==> config.mk <==
export PLATFORM = sky130hd
export DESIGN_NAME = calibrated_line_position_top
export DESIGN_NICKNAME = d
export VERILOG_FILES = /design/src/rtl/core/clp_pkg.sv /design/src/rtl/core/clp_div.sv /design/src/rtl/core/clp_dp.sv /design/src/rtl/core/clp_ctrl.sv /design/src/rtl/core/calibrated_line_position_top.sv
export SDC_FILE = /design/constraint.sdc
export NUM_CORES = 1
export LEC_CHECK = 0
export BUFFER_PORTS_ARGS = -buffer_cell sky130_fd_sc_hd__buf_4
export CORE_ASPECT_RATIO = 1.5
export CORE_MARGIN = 4
export CORE_UTILIZATION = 46
export CTS_CLUSTER_SIZE = 14
export DETAILED_ROUTE_END_ITERATION = 10
export PLACE_DENSITY = 0.7
export SYNTH_ARGS = -nofsm -noshare
export SYNTH_HDL_FRONTEND = slang
export SYNTH_SLANG_ARGS = --single-unit
==> constraint.sdc <==
create_clock -name clk -period 19.3 [get_ports clk]
set_input_delay 2.895 -clock clk [delete_from_list [all_inputs] [get_ports clk]]
set_output_delay 2.895 -clock clk [all_outputs]
set_load 0.01 [all_outputs]
==> src/rtl/core/clp_pkg.sv <==
// types, constants and codes shared by the calibrated line position block
`timescale 1ns / 1ps
package clp_pkg;

  localparam int NUM_SENSORS = 8;
  localparam int SIDX_W      = $clog2(NUM_SENSORS);
  localparam int RAW_W       = 12;
  localparam int NORM_W      = 10;
  localparam int POS_W       = 13;

  localparam logic [RAW_W-1:0]  MAX_COUNT  = 12'd4095;
  localparam logic [NORM_W-1:0] FULL_SCALE = 10'd1000;

  // sum of index * norm and sum of norms over all sensors
  localparam int WSUM_W = 15;
  localparam int DEN_W  = 13;

  // shared divider: dividend, divisor and quotient widths
  localparam int DIV_NW = WSUM_W + NORM_W;
  localparam int DIV_DW = 13;
  localparam int DIV_QW = 13;
  localparam int DIV_CW = $clog2(DIV_QW);

  typedef enum logic [1:0] {
    OP_BEGIN   = 2'd0,
    OP_SAMPLE  = 2'd1,
    OP_FINISH  = 2'd2,
    OP_MEASURE = 2'd3
  } clp_op_t;

  typedef enum logic [1:0] {
    ST_VALID = 2'd0,
    ST_BLACK = 2'd1,
    ST_UNCAL = 2'd2,
    ST_CALACK = 2'd3
  } clp_status_t;

  typedef enum logic [3:0] {
    S_IDLE,
    S_DECODE,
    S_SCALE_MUL,
    S_SCALE_START,
    S_SCALE_WAIT,
    S_CENT_CHECK,
    S_CENT_MUL,
    S_CENT_START,
    S_CENT_WAIT,
    S_FINISH
  } clp_state_t;

  typedef struct packed {
    clp_op_t          cmd;
    logic [RAW_W-1:0] raw_0;
    logic [RAW_W-1:0] raw_1;
    logic [RAW_W-1:0] raw_2;
    logic [RAW_W-1:0] raw_3;
    logic [RAW_W-1:0] raw_4;
    logic [RAW_W-1:0] raw_5;
    logic [RAW_W-1:0] raw_6;
    logic [RAW_W-1:0] raw_7;
  } clp_in_t;

  typedef struct packed {
    clp_status_t       status;
    logic [POS_W-1:0]  position;
    logic [NORM_W-1:0] norm_0;
    logic [NORM_W-1:0] norm_1;
    logic [NORM_W-1:0] norm_2;
    logic [NORM_W-1:0] norm_3;
    logic [NORM_W-1:0] norm_4;
    logic [NORM_W-1:0] norm_5;
    logic [NORM_W-1:0] norm_6;
    logic [NORM_W-1:0] norm_7;
  } clp_out_t;

  // controller to datapath
  typedef struct packed {
    logic capture;
    logic decode;
    logic scale_mul;
    logic div_start;
    logic div_centroid;
    logic store_norm;
    logic next_sensor;
    logic cent_mul;
    logic store_pos;
    logic load_out;
  } clp_cmd_t;

  // datapath to controller
  typedef struct packed {
    logic is_measure;
    logic calibrated;
    logic last_sensor;
    logic div_done;
    logic all_sat;
    logic any_sat;
  } clp_stat_t;

endpackage

==> src/rtl/core/clp_div.sv <==
// restoring divider, one quotient bit per cycle
`timescale 1ns / 1ps
module clp_div
  import clp_pkg::*;
(
  input  logic              clk,
  input  logic              rst,
  input  logic              start,
  input  logic [DIV_NW-1:0] dividend,
  input  logic [DIV_DW-1:0] divisor,
  output logic              done,
  output logic [DIV_QW-1:0] quot
);

  logic [DIV_NW-1:0] rem;
  logic [DIV_NW-1:0] dvs;
  logic [DIV_CW-1:0] cnt;
  logic              busy;
  logic              fits;

  assign fits = (rem >= dvs);

  always_ff @(posedge clk) begin
    if (rst) begin
      busy <= 1'b0;
      done <= 1'b0;
    end else begin
      done <= busy && (cnt == '0);
      if (start) begin
        busy <= 1'b1;
      end else if (busy && (cnt == '0)) begin
        busy <= 1'b0;
      end
    end
  end

  // quotient is known to fit in DIV_QW bits, so the divisor starts shifted up by DIV_QW-1
  always_ff @(posedge clk) begin
    if (start) begin
      rem  <= dividend;
      dvs  <= DIV_NW'({divisor, {(DIV_QW-1){1'b0}}});
      quot <= '0;
      cnt  <= DIV_CW'(DIV_QW - 1);
    end else if (busy) begin
      if (fits) begin
        rem <= rem - dvs;
      end
      quot <= {quot[DIV_QW-2:0], fits};
      dvs  <= dvs >> 1;
      cnt  <= cnt - 1'b1;
    end
  end

endmodule

==> src/rtl/core/clp_dp.sv <==
// datapath: calibration minima, scaling, centroid sums and result register
`timescale 1ns / 1ps
module clp_dp
  import clp_pkg::*;
(
  input  logic             clk,
  input  logic             rst,
  input  logic             cfg_we,
  input  logic [RAW_W-1:0] cfg_wdata,
  input  clp_in_t          item,
  input  clp_cmd_t         cmd,
  output clp_stat_t        stat,
  output clp_out_t         result
);

  logic [RAW_W-1:0]  min_valid;
  logic [RAW_W-1:0]  min_rd [NUM_SENSORS];
  logic [RAW_W-1:0]  raw    [NUM_SENSORS];
  logic [NORM_W-1:0] norm   [NUM_SENSORS];
  logic [NUM_SENSORS-1:0] sat;
  clp_op_t           op;
  logic              calibrated;
  logic [POS_W-1:0]  last_pos;
  logic [SIDX_W-1:0] k;

  logic [DIV_NW-1:0] prod;
  logic [RAW_W-1:0]  span;
  logic              zero;
  logic [WSUM_W-1:0] wsum;
  logic [DEN_W-1:0]  den;
  logic [DIV_NW-1:0] num;

  logic [RAW_W-1:0]        diff;
  logic [RAW_W+NORM_W-1:0] mul_scale;
  logic [DIV_NW-1:0]       mul_cent;
  logic [NORM_W-1:0]       nv;
  logic [WSUM_W-1:0]       wterm;
  logic [DIV_NW-1:0]       div_n;
  logic [DIV_DW-1:0]       div_d;
  logic                    div_done;
  logic [DIV_QW-1:0]       quot;
  clp_status_t             status;

  assign diff      = raw[k] - min_rd[k];
  assign mul_scale = {{NORM_W{1'b0}}, diff} * {{RAW_W{1'b0}}, FULL_SCALE};
  assign mul_cent  = {{NORM_W{1'b0}}, wsum} * {{WSUM_W{1'b0}}, FULL_SCALE};

  // zero span or reading at or below the minimum gives 0, overshoot clamps to full scale
  always_comb begin
    if (zero) begin
      nv = '0;
    end else if (quot > DIV_QW'(FULL_SCALE)) begin
      nv = FULL_SCALE;
    end else begin
      nv = quot[NORM_W-1:0];
    end
  end

  assign wterm = WSUM_W'(k) * WSUM_W'(nv);

  assign div_n = cmd.div_centroid ? num : prod;
  assign div_d = cmd.div_centroid ? DIV_DW'(den) : DIV_DW'(span);

  clp_div u_div (
    .clk      (clk),
    .rst      (rst),
    .start    (cmd.div_start),
    .dividend (div_n),
    .divisor  (div_d),
    .done     (div_done),
    .quot     (quot)
  );

  always_ff @(posedge clk) begin
    if (rst) begin
      min_valid  <= '0;
      calibrated <= 1'b0;
      last_pos   <= '0;
      for (int i = 0; i < NUM_SENSORS; i++) begin
        min_rd[i] <= MAX_COUNT;
      end
    end else begin
      if (cfg_we) begin
        min_valid <= cfg_wdata;
      end
      if (cmd.decode) begin
        unique case (op)
          OP_BEGIN: begin
            calibrated <= 1'b0;
            for (int i = 0; i < NUM_SENSORS; i++) begin
              min_rd[i] <= MAX_COUNT;
            end
          end
          OP_SAMPLE: begin
            for (int i = 0; i < NUM_SENSORS; i++) begin
              if ((raw[i] < min_rd[i]) && (raw[i] > min_valid)) begin
                min_rd[i] <= raw[i];
              end
            end
          end
          OP_FINISH: begin
            calibrated <= 1'b1;
          end
          default: begin
          end
        endcase
      end
      if (cmd.store_pos && (den != '0)) begin
        last_pos <= quot;
      end
    end
  end

  always_ff @(posedge clk) begin
    if (cmd.capture) begin
      op     <= item.cmd;
      raw[0] <= item.raw_0;
      raw[1] <= item.raw_1;
      raw[2] <= item.raw_2;
      raw[3] <= item.raw_3;
      raw[4] <= item.raw_4;
      raw[5] <= item.raw_5;
      raw[6] <= item.raw_6;
      raw[7] <= item.raw_7;
    end
    if (cmd.decode) begin
      k    <= '0;
      wsum <= '0;
      den  <= '0;
      sat  <= '0;
      for (int i = 0; i < NUM_SENSORS; i++) begin
        norm[i] <= '0;
      end
    end
    if (cmd.scale_mul) begin
      prod <= DIV_NW'(mul_scale);
      span <= MAX_COUNT - min_rd[k];
      zero <= (min_rd[k] >= MAX_COUNT) || (raw[k] <= min_rd[k]);
    end
    if (cmd.store_norm) begin
      norm[k] <= nv;
      sat[k]  <= (nv == FULL_SCALE);
      wsum    <= wsum + wterm;
      den     <= den + DEN_W'(nv);
    end
    if (cmd.next_sensor) begin
      k <= k + 1'b1;
    end
    if (cmd.cent_mul) begin
      num <= mul_cent;
    end
  end

  always_comb begin
    if (op != OP_MEASURE) begin
      status = ST_CALACK;
    end else if (!calibrated) begin
      status = ST_UNCAL;
    end else if (&sat) begin
      status = ST_BLACK;
    end else begin
      status = ST_VALID;
    end
  end

  always_ff @(posedge clk) begin
    if (cmd.load_out) begin
      result.status   <= status;
      result.position <= last_pos;
      result.norm_0   <= norm[0];
      result.norm_1   <= norm[1];
      result.norm_2   <= norm[2];
      result.norm_3   <= norm[3];
      result.norm_4   <= norm[4];
      result.norm_5   <= norm[5];
      result.norm_6   <= norm[6];
      result.norm_7   <= norm[7];
    end
  end

  assign stat.is_measure  = (op == OP_MEASURE);
  assign stat.calibrated  = calibrated;
  assign stat.last_sensor = (k == SIDX_W'(NUM_SENSORS - 1));
  assign stat.div_done    = div_done;
  assign stat.all_sat     = &sat;
  assign stat.any_sat     = |sat;

endmodule

==> src/rtl/core/clp_ctrl.sv <==
// controller: sequences one item through decode and, for a calibrated measure, scaling and optional centroid division
`timescale 1ns / 1ps
module clp_ctrl
  import clp_pkg::*;
(
  input  logic      clk,
  input  logic      rst,
  input  logic      item_valid,
  output logic      item_ready,
  output logic      result_valid,
  input  logic      result_ready,
  input  clp_stat_t stat,
  output clp_cmd_t  cmd
);

  clp_state_t state, state_next;
  logic       out_free;

  assign out_free = !result_valid || result_ready;

  always_ff @(posedge clk) begin
    if (rst) begin
      state        <= S_IDLE;
      result_valid <= 1'b0;
    end else begin
      state <= state_next;
      if (cmd.load_out) begin
        result_valid <= 1'b1;
      end else if (result_ready) begin
        result_valid <= 1'b0;
      end
    end
  end

  always_comb begin
    state_next = state;
    unique case (state)
      S_IDLE: begin
        if (item_valid) begin
          state_next = S_DECODE;
        end
      end
      S_DECODE: begin
        if (stat.is_measure && stat.calibrated) begin
          state_next = S_SCALE_MUL;
        end else begin
          state_next = S_FINISH;
        end
      end
      S_SCALE_MUL:   state_next = S_SCALE_START;
      S_SCALE_START: state_next = S_SCALE_WAIT;
      S_SCALE_WAIT: begin
        if (stat.div_done) begin
          state_next = stat.last_sensor ? S_CENT_CHECK : S_SCALE_MUL;
        end
      end
      S_CENT_CHECK: begin
        // a centroid only when some but not all sensors saturate
        if (stat.any_sat && !stat.all_sat) begin
          state_next = S_CENT_MUL;
        end else begin
          state_next = S_FINISH;
        end
      end
      S_CENT_MUL:   state_next = S_CENT_START;
      S_CENT_START: state_next = S_CENT_WAIT;
      S_CENT_WAIT: begin
        if (stat.div_done) begin
          state_next = S_FINISH;
        end
      end
      S_FINISH: begin
        if (out_free) begin
          state_next = S_IDLE;
        end
      end
      default: state_next = S_IDLE;
    endcase
  end

  always_comb begin
    cmd        = '0;
    item_ready = 1'b0;
    unique case (state)
      S_IDLE: begin
        item_ready  = 1'b1;
        cmd.capture = item_valid;
      end
      S_DECODE:      cmd.decode = 1'b1;
      S_SCALE_MUL:   cmd.scale_mul = 1'b1;
      S_SCALE_START: cmd.div_start = 1'b1;
      S_SCALE_WAIT: begin
        cmd.store_norm  = stat.div_done;
        cmd.next_sensor = stat.div_done && !stat.last_sensor;
      end
      S_CENT_CHECK: begin
      end
      S_CENT_MUL:   cmd.cent_mul = 1'b1;
      S_CENT_START: begin
        cmd.div_start    = 1'b1;
        cmd.div_centroid = 1'b1;
      end
      S_CENT_WAIT: cmd.store_pos = stat.div_done;
      S_FINISH:    cmd.load_out = out_free;
      default: begin
      end
    endcase
  end

endmodule

==> src/rtl/core/calibrated_line_position_top.sv <==
// top level: calibrated reflectance line position with handshake channels
// calibration commands and uncalibrated measures: decode, then finish loads the result register
// calibrated measure: each sensor in turn on one shared serial divider (multiply, start,
// 13 steps, store), then a centroid division on the same divider when one is needed
// one item at a time; the next transfer may come while the result waits in its register
// sync reset: minima go to full count, calibrated mark, held position and threshold clear
`timescale 1ns / 1ps
module calibrated_line_position_top
  import clp_pkg::*;
(
  input  logic             clk,
  input  logic             rst,
  input  logic             cfg_we,
  input  logic [RAW_W-1:0] cfg_wdata,
  input  logic             item_valid,
  output logic             item_ready,
  input  clp_in_t          item,
  output logic             result_valid,
  input  logic             result_ready,
  output clp_out_t         result
);

  clp_cmd_t  cmd;
  clp_stat_t stat;

  clp_ctrl u_ctrl (
    .clk          (clk),
    .rst          (rst),
    .item_valid   (item_valid),
    .item_ready   (item_ready),
    .result_valid (result_valid),
    .result_ready (result_ready),
    .stat         (stat),
    .cmd          (cmd)
  );

  clp_dp u_dp (
    .clk       (clk),
    .rst       (rst),
    .cfg_we    (cfg_we),
    .cfg_wdata (cfg_wdata),
    .item      (item),
    .cmd       (cmd),
    .stat      (stat),
    .result    (result)
  );

endmodule
Word level (Yosys, flattened, before mapping) --
Memories as Yosys holds them, arrays and structs flattened. A register that Yosys moved wholly into a read port is not among the register bits. Index checks and enable logic that the tools add are counted. Widths: inputs -> output; s select.
Storage, ports and cells: output and inout bits 97, memories 3, bits in writable memories 272, logic and storage cells 251, register bits after elaboration 210
Operators by class: equal/unequal tests 19, order comparisons 22, add/subtract/negate cells 7, reduce and logical (&&, ||, !) cells 38, bitwise gates (word level) 17, muxes and demuxes 118, multipliers 3
Memory list:
- u_dp.min_rd | words 8, bits a word 12, rd ports 9, clocked after memory_dff 1, write ports 8, RTL line clp_dp.sv:17 | logic [RAW_W-1:0] min_rd [NUM_SENSORS];
- u_dp.raw | words 8, bits a word 12, rd ports 9, clocked after memory_dff 1, write ports 8, RTL line clp_dp.sv:18 | logic [RAW_W-1:0] raw [NUM_SENSORS];
- u_dp.norm | words 8, bits a word 10, rd ports 8, clocked after memory_dff 8, write ports 8, RTL line clp_dp.sv:19 | logic [NORM_W-1:0] norm [NUM_SENSORS];
Operators with widths (number):
- $mux 12 | 16
- $mux 25 | 6
- $gt 12x12->1 | 8
- $lt 12x12->1 | 8
- $mux 1 | 69
- $pmux 4 s10 | 1
- $mux 13 | 3
- $mux 10 | 3
- $mux 15 | 2
- $ge 25x25->1 | 1
- $sub 25x25->25 | 1
- $mux 4 | 6
- $mul 15x7->22 const B | 1
- $mul 12x7->19 const B | 1
- $mux 3 | 6
- $eq 4x3->1 const B | 4
- $mux 8 | 2
- $or 1x1->1 | 16
- $add 15x13->15 | 1
- $logic_and 1x1->1 | 14
- $reduce_bool 2->1 | 7
- $add 13x10->13 | 1
- $gt 13x10->1 const B | 1
- $mul 3x10->13 | 1
- other kinds (33) | 45

Longest topological paths before layout --
An unclocked memory read counts as a cell.
depth in word-level cells 9, mapped depth 28

Cells and area by module --
A second synthesis with hierarchy kept.
Second synthesis, totals: cells, all modules 2828, area total of the unflattened synthesis 33968.8 um^2
Modules (own cells, without submodules):
- clp_dp | area an instance 29226.8 um^2, cells each 2313, instances 1, sequential area each 14253.7 um^2
- clp_div | area an instance 4276.6 um^2, cells each 452, instances 1, sequential area each 1761.7 um^2
- clp_ctrl | area an instance 465.4 um^2, cells each 63, instances 1, sequential area each 100.1 um^2

Least setup slack after synthesis --
OpenSTA, ideal clock, no wires.
path type input port to flip-flop, start point input result_ready, end point register result[0] (netlist name), data arrival time 7.232 ns, stages on the path 2, setup time 0.560 ns, slack 11.508 ns, cell sequence nand2b_1 nor2b_1
RTL lines:
- start: declaration | RTL line calibrated_line_position_top.sv:19 | input logic result_ready,

==> flow_summary_export.csv <==
group,metric,value,unit
synth,yosys_warnings,0,
placed_design,dp_hpwl,65700,um
synth,syn_avg_cell_area,11.8,um2
clock_tree,clock_sinks,565,
cells_and_area,nFillCells,6275,
worst_setup_path,critPathKind,"reg -> reg",
grt,antenna_found_initial,0,
synth,synth_edf_count,480,
detailed_routing,drt_wl_total,85100,um
worst_setup_path,cpLargestDelayFamily,"adder cells",
worst_setup_path,critPathArrivalTime,8.25,ns
synth,synth_nets,3416,
worst_setup_path,end_kind,"register",
placed_design,port_buffers,211,
clock_tree,clock_path_buffers,3,
clock_tree,clkTransAtPathRegs,0.07,ns
worst_setup_path,cpMostUsedCell,"fa_1",
min_path,min_from,"u_dp.norm[2][1]$_SDFFCE_PN0P_",
grt,grt_overflow_total,0,
cells_and_area,drive_above_1_share,13.0,%
clock_tree,cts-root-buf,"clkbuf_16",
cells_and_area,final_common_cell,"edfxtp_1",
sta,setup_tns,0,ns
sta,skew,0.0868,ns
worst_setup_path,cp-start-kind,"register",
grt,grt_pass1_wl,131000,um
worst_setup_path,crit_path_cell_trace,"buf_4 > mux4_2 > mux2i_1 > inv_1 > ha_1 > fa_1 > nor2b_1 > o21ai_0 > a21oi_1 > nor2_1 > xnor2_1 > xnor2_1 > fa_1 > fa_1 > fa_1 > inv_1 > ha_1 > a2111oi_0 > o21ai_0 > a31o_2 > o31ai_1 > o21ai_0 > o31ai_1 > xnor2_1",
detailed_routing,post_drt_wl_per_cell,21.2,um
synth,ys_ff_latch,565,
sta,slew_viol_final,0,
cells_and_area,layout_common_cells,"edfxtp_1, ha_1, inv_1",
grt,grt_max_degree,84,
synth,synthFlopType,"edfxtp_1",
clock_tree,cts_resized,0,
grt,track_usage,21.6,%
sta,fin_crit,7.90,ns
worst_setup_path,path_buf_inv,3,
worst_setup_path,worstPathRequired,19.64,ns
floorplanning,die_h,340,um
sta,slew_headroom,16.8,%
detailed_routing,vias,22800,
synth,synthCells,2857,
worst_setup_path,cp_max_fo,48,
detailed_routing,dr.first_iter.drc_count,1503,
worst_setup_path,worst_path_max_delay_cell,"mux4_2",
detailed_routing,postRouteAntennaNets,0,
floorplanning,die_w,229,um
placed_design,gp_congestion,0.956,
synth,synth-async-reset-ratio,0,%
sta,worstMarginPinSlew,1.25,ns
clock_tree,cts_buffers,54,
floorplanning,rows,121,
cells_and_area,register_area,0.0161,mm2
sta,rsz0062_at_grt,"false",
sta,clock.fmax,127,MHz
grt,grt_pass1_vias,23200,
status,outcome,"completed",
floorplanning,initial_utilization,46.4,%
floorplanning,top_level_ports,212,
clock_tree,cts_tree,"yes",
detailed_routing,dr.pass1.iters,5,
synth,ys_seq_area_share,47.8,%
floorplanning,core-area,0.0727,mm2
sta,setup_viol,0,
detailed_routing,drc,0,
detailed_routing,vias_per_cell,5.69,
synth,synthDistinctLibCells,74,
cells_and_area,multi_input_area,0.0161,mm2
min_path,hp-class,"reg -> reg",
worst_setup_path,slowest_delay,0.66,ns
run,cap_viol_max_count,0,
clock_tree,post-cts-setup-buffers,0,
clock_tree,clk_latency,0.66,ns
cells_and_area,area_growth,13.0,%
sta,hold_viol,0,
sta,period_share,41.0,%
synth,synth_area,0.0337,mm2
clock_tree,ctsHoldBuffers,0,
cells_and_area,nets,3605,
clock_tree,cts_max_level,2,
floorplanning,die_area,0.0778,mm2
## cell type report
class / count / share of cell area (%)
Antenna cell: 1 / 0.00657
Clock buffer: 79 / 4.06
Clock inverter: 23 / 0.815
Inverter: 292 / 2.88
Multi-Input combinational cell: 1904 / 42.4
Sequential cell: 565 / 42.3
Tap cell: 922 / 3.03
Timing Repair Buffer: 229 / 4.51
## synth_stat cells (all sizes together), types with 10 or more instances
cell | count | share of area, %
nand2 | 106 | 1.2
a21oi | 120 | 1.8
xnor2 | 54 | 1.4
a211oi | 22 | 0.49
nand2b | 55 | 1.0
nor2b | 37 | 0.69
edfxtp | 480 | 43
mux4 | 48 | 3.2
mux2 | 14 | 0.47
a21o | 92 | 2.0
o21a | 31 | 0.69
buf | 21 | 0.31
fa | 101 | 6.0
o31ai | 11 | 0.24
nor3 | 37 | 0.55
clkbuf | 75 | 0.84
nand3 | 58 | 0.86
or2 | 10 | 0.19
o211ai | 34 | 0.76
xor2 | 23 | 0.60
a2111oi | 12 | 0.41
dfxtp | 85 | 5.0
a311o | 12 | 0.36
mux2i | 98 | 2.9
inv | 292 | 3.3
and2 | 10 | 0.19
nor4 | 10 | 0.19
ha | 343 | 13
nand4 | 41 | 0.76
o21bai | 23 | 0.51
nor2 | 270 | 3.0
a31oi | 13 | 0.24
or3 | 26 | 0.48
o21ai | 92 | 1.4
and3 | 16 | 0.30
## logic make-up (layout without fill, tap and decap cells)
| family | Yosys count | after routing | share of synthesized area (%) |
|---|---|---|---|
| AO/OA/AOI/OAI | 517 | 517 | 10.3 |
| XOR/XNOR | 77 | 77 | 2.00 |
| adder cells (fa/ha/maj) | 446 | 446 | 18.8 |
| buffers and inverters | 388 | 623 | 4.40 |
| flip-flops | 565 | 565 | 47.8 |
| multiplexers | 160 | 160 | 6.58 |
| other | 0 | 1 | 0 |
| AND/OR/NAND/NOR | 704 | 704 | 10.1 |
## state kept, by name (all words and copies together), names as in the netlist, 15 cells and up, named ones only
register        flops
u_dp.norm          80
u_dp.min_rd        96
u_dp.num           22
u_dp.raw           96
result             80
u_dp.wsum          15
u_dp.prod          19
u_dp.result        15
u_dp.u_div.rem     25
u_dp.u_div.dvs     25
## stage by stage
step	utilization, %	setup WS (ns)	std cells	hold WS [ns]	instance area, um2
floorplan	-	11.51	2857	0.400	33700
global placement	49.9	11.54	3912	0.400	36200
detailed placement	49.9	11.45	3912	0.405	36200
CTS	52.4	11.35	4014	0.409	38100
global route	52.4	10.80	4014	0.422	38100
finish	52.4	11.40	4015	0.414	38100
## worst paths after layout
check,to,slack [ns],cells after the start
setup / recovery,u_dp.prod[21]$_DFFE_PP_,11.40,24
setup reg to reg,u_dp.prod[21]$_DFFE_PP_,11.40,24
hold reg to reg,result[51]$_DFFE_PP_,0.41,0
hold / removal,result[51]$_DFFE_PP_,0.41,0
## layer usage
| metal | vias up | GRT usage (%) | wire, um |
|---|---|---|---|
| met5 | - | 0 | 0 |
| met4 | 0 | 12.4 | 5730 |
| met3 | 217 | 2.73 | 4010 |
| met2 | 698 | 39.5 | 44400 |
| met1 | 11100 | 24.1 | 31000 |
| li1 | 10800 | - | - |
Power is left out: the tool's default activity adds up to more than one toggle a clock period on the data nets, which glitch-free logic cannot reach.
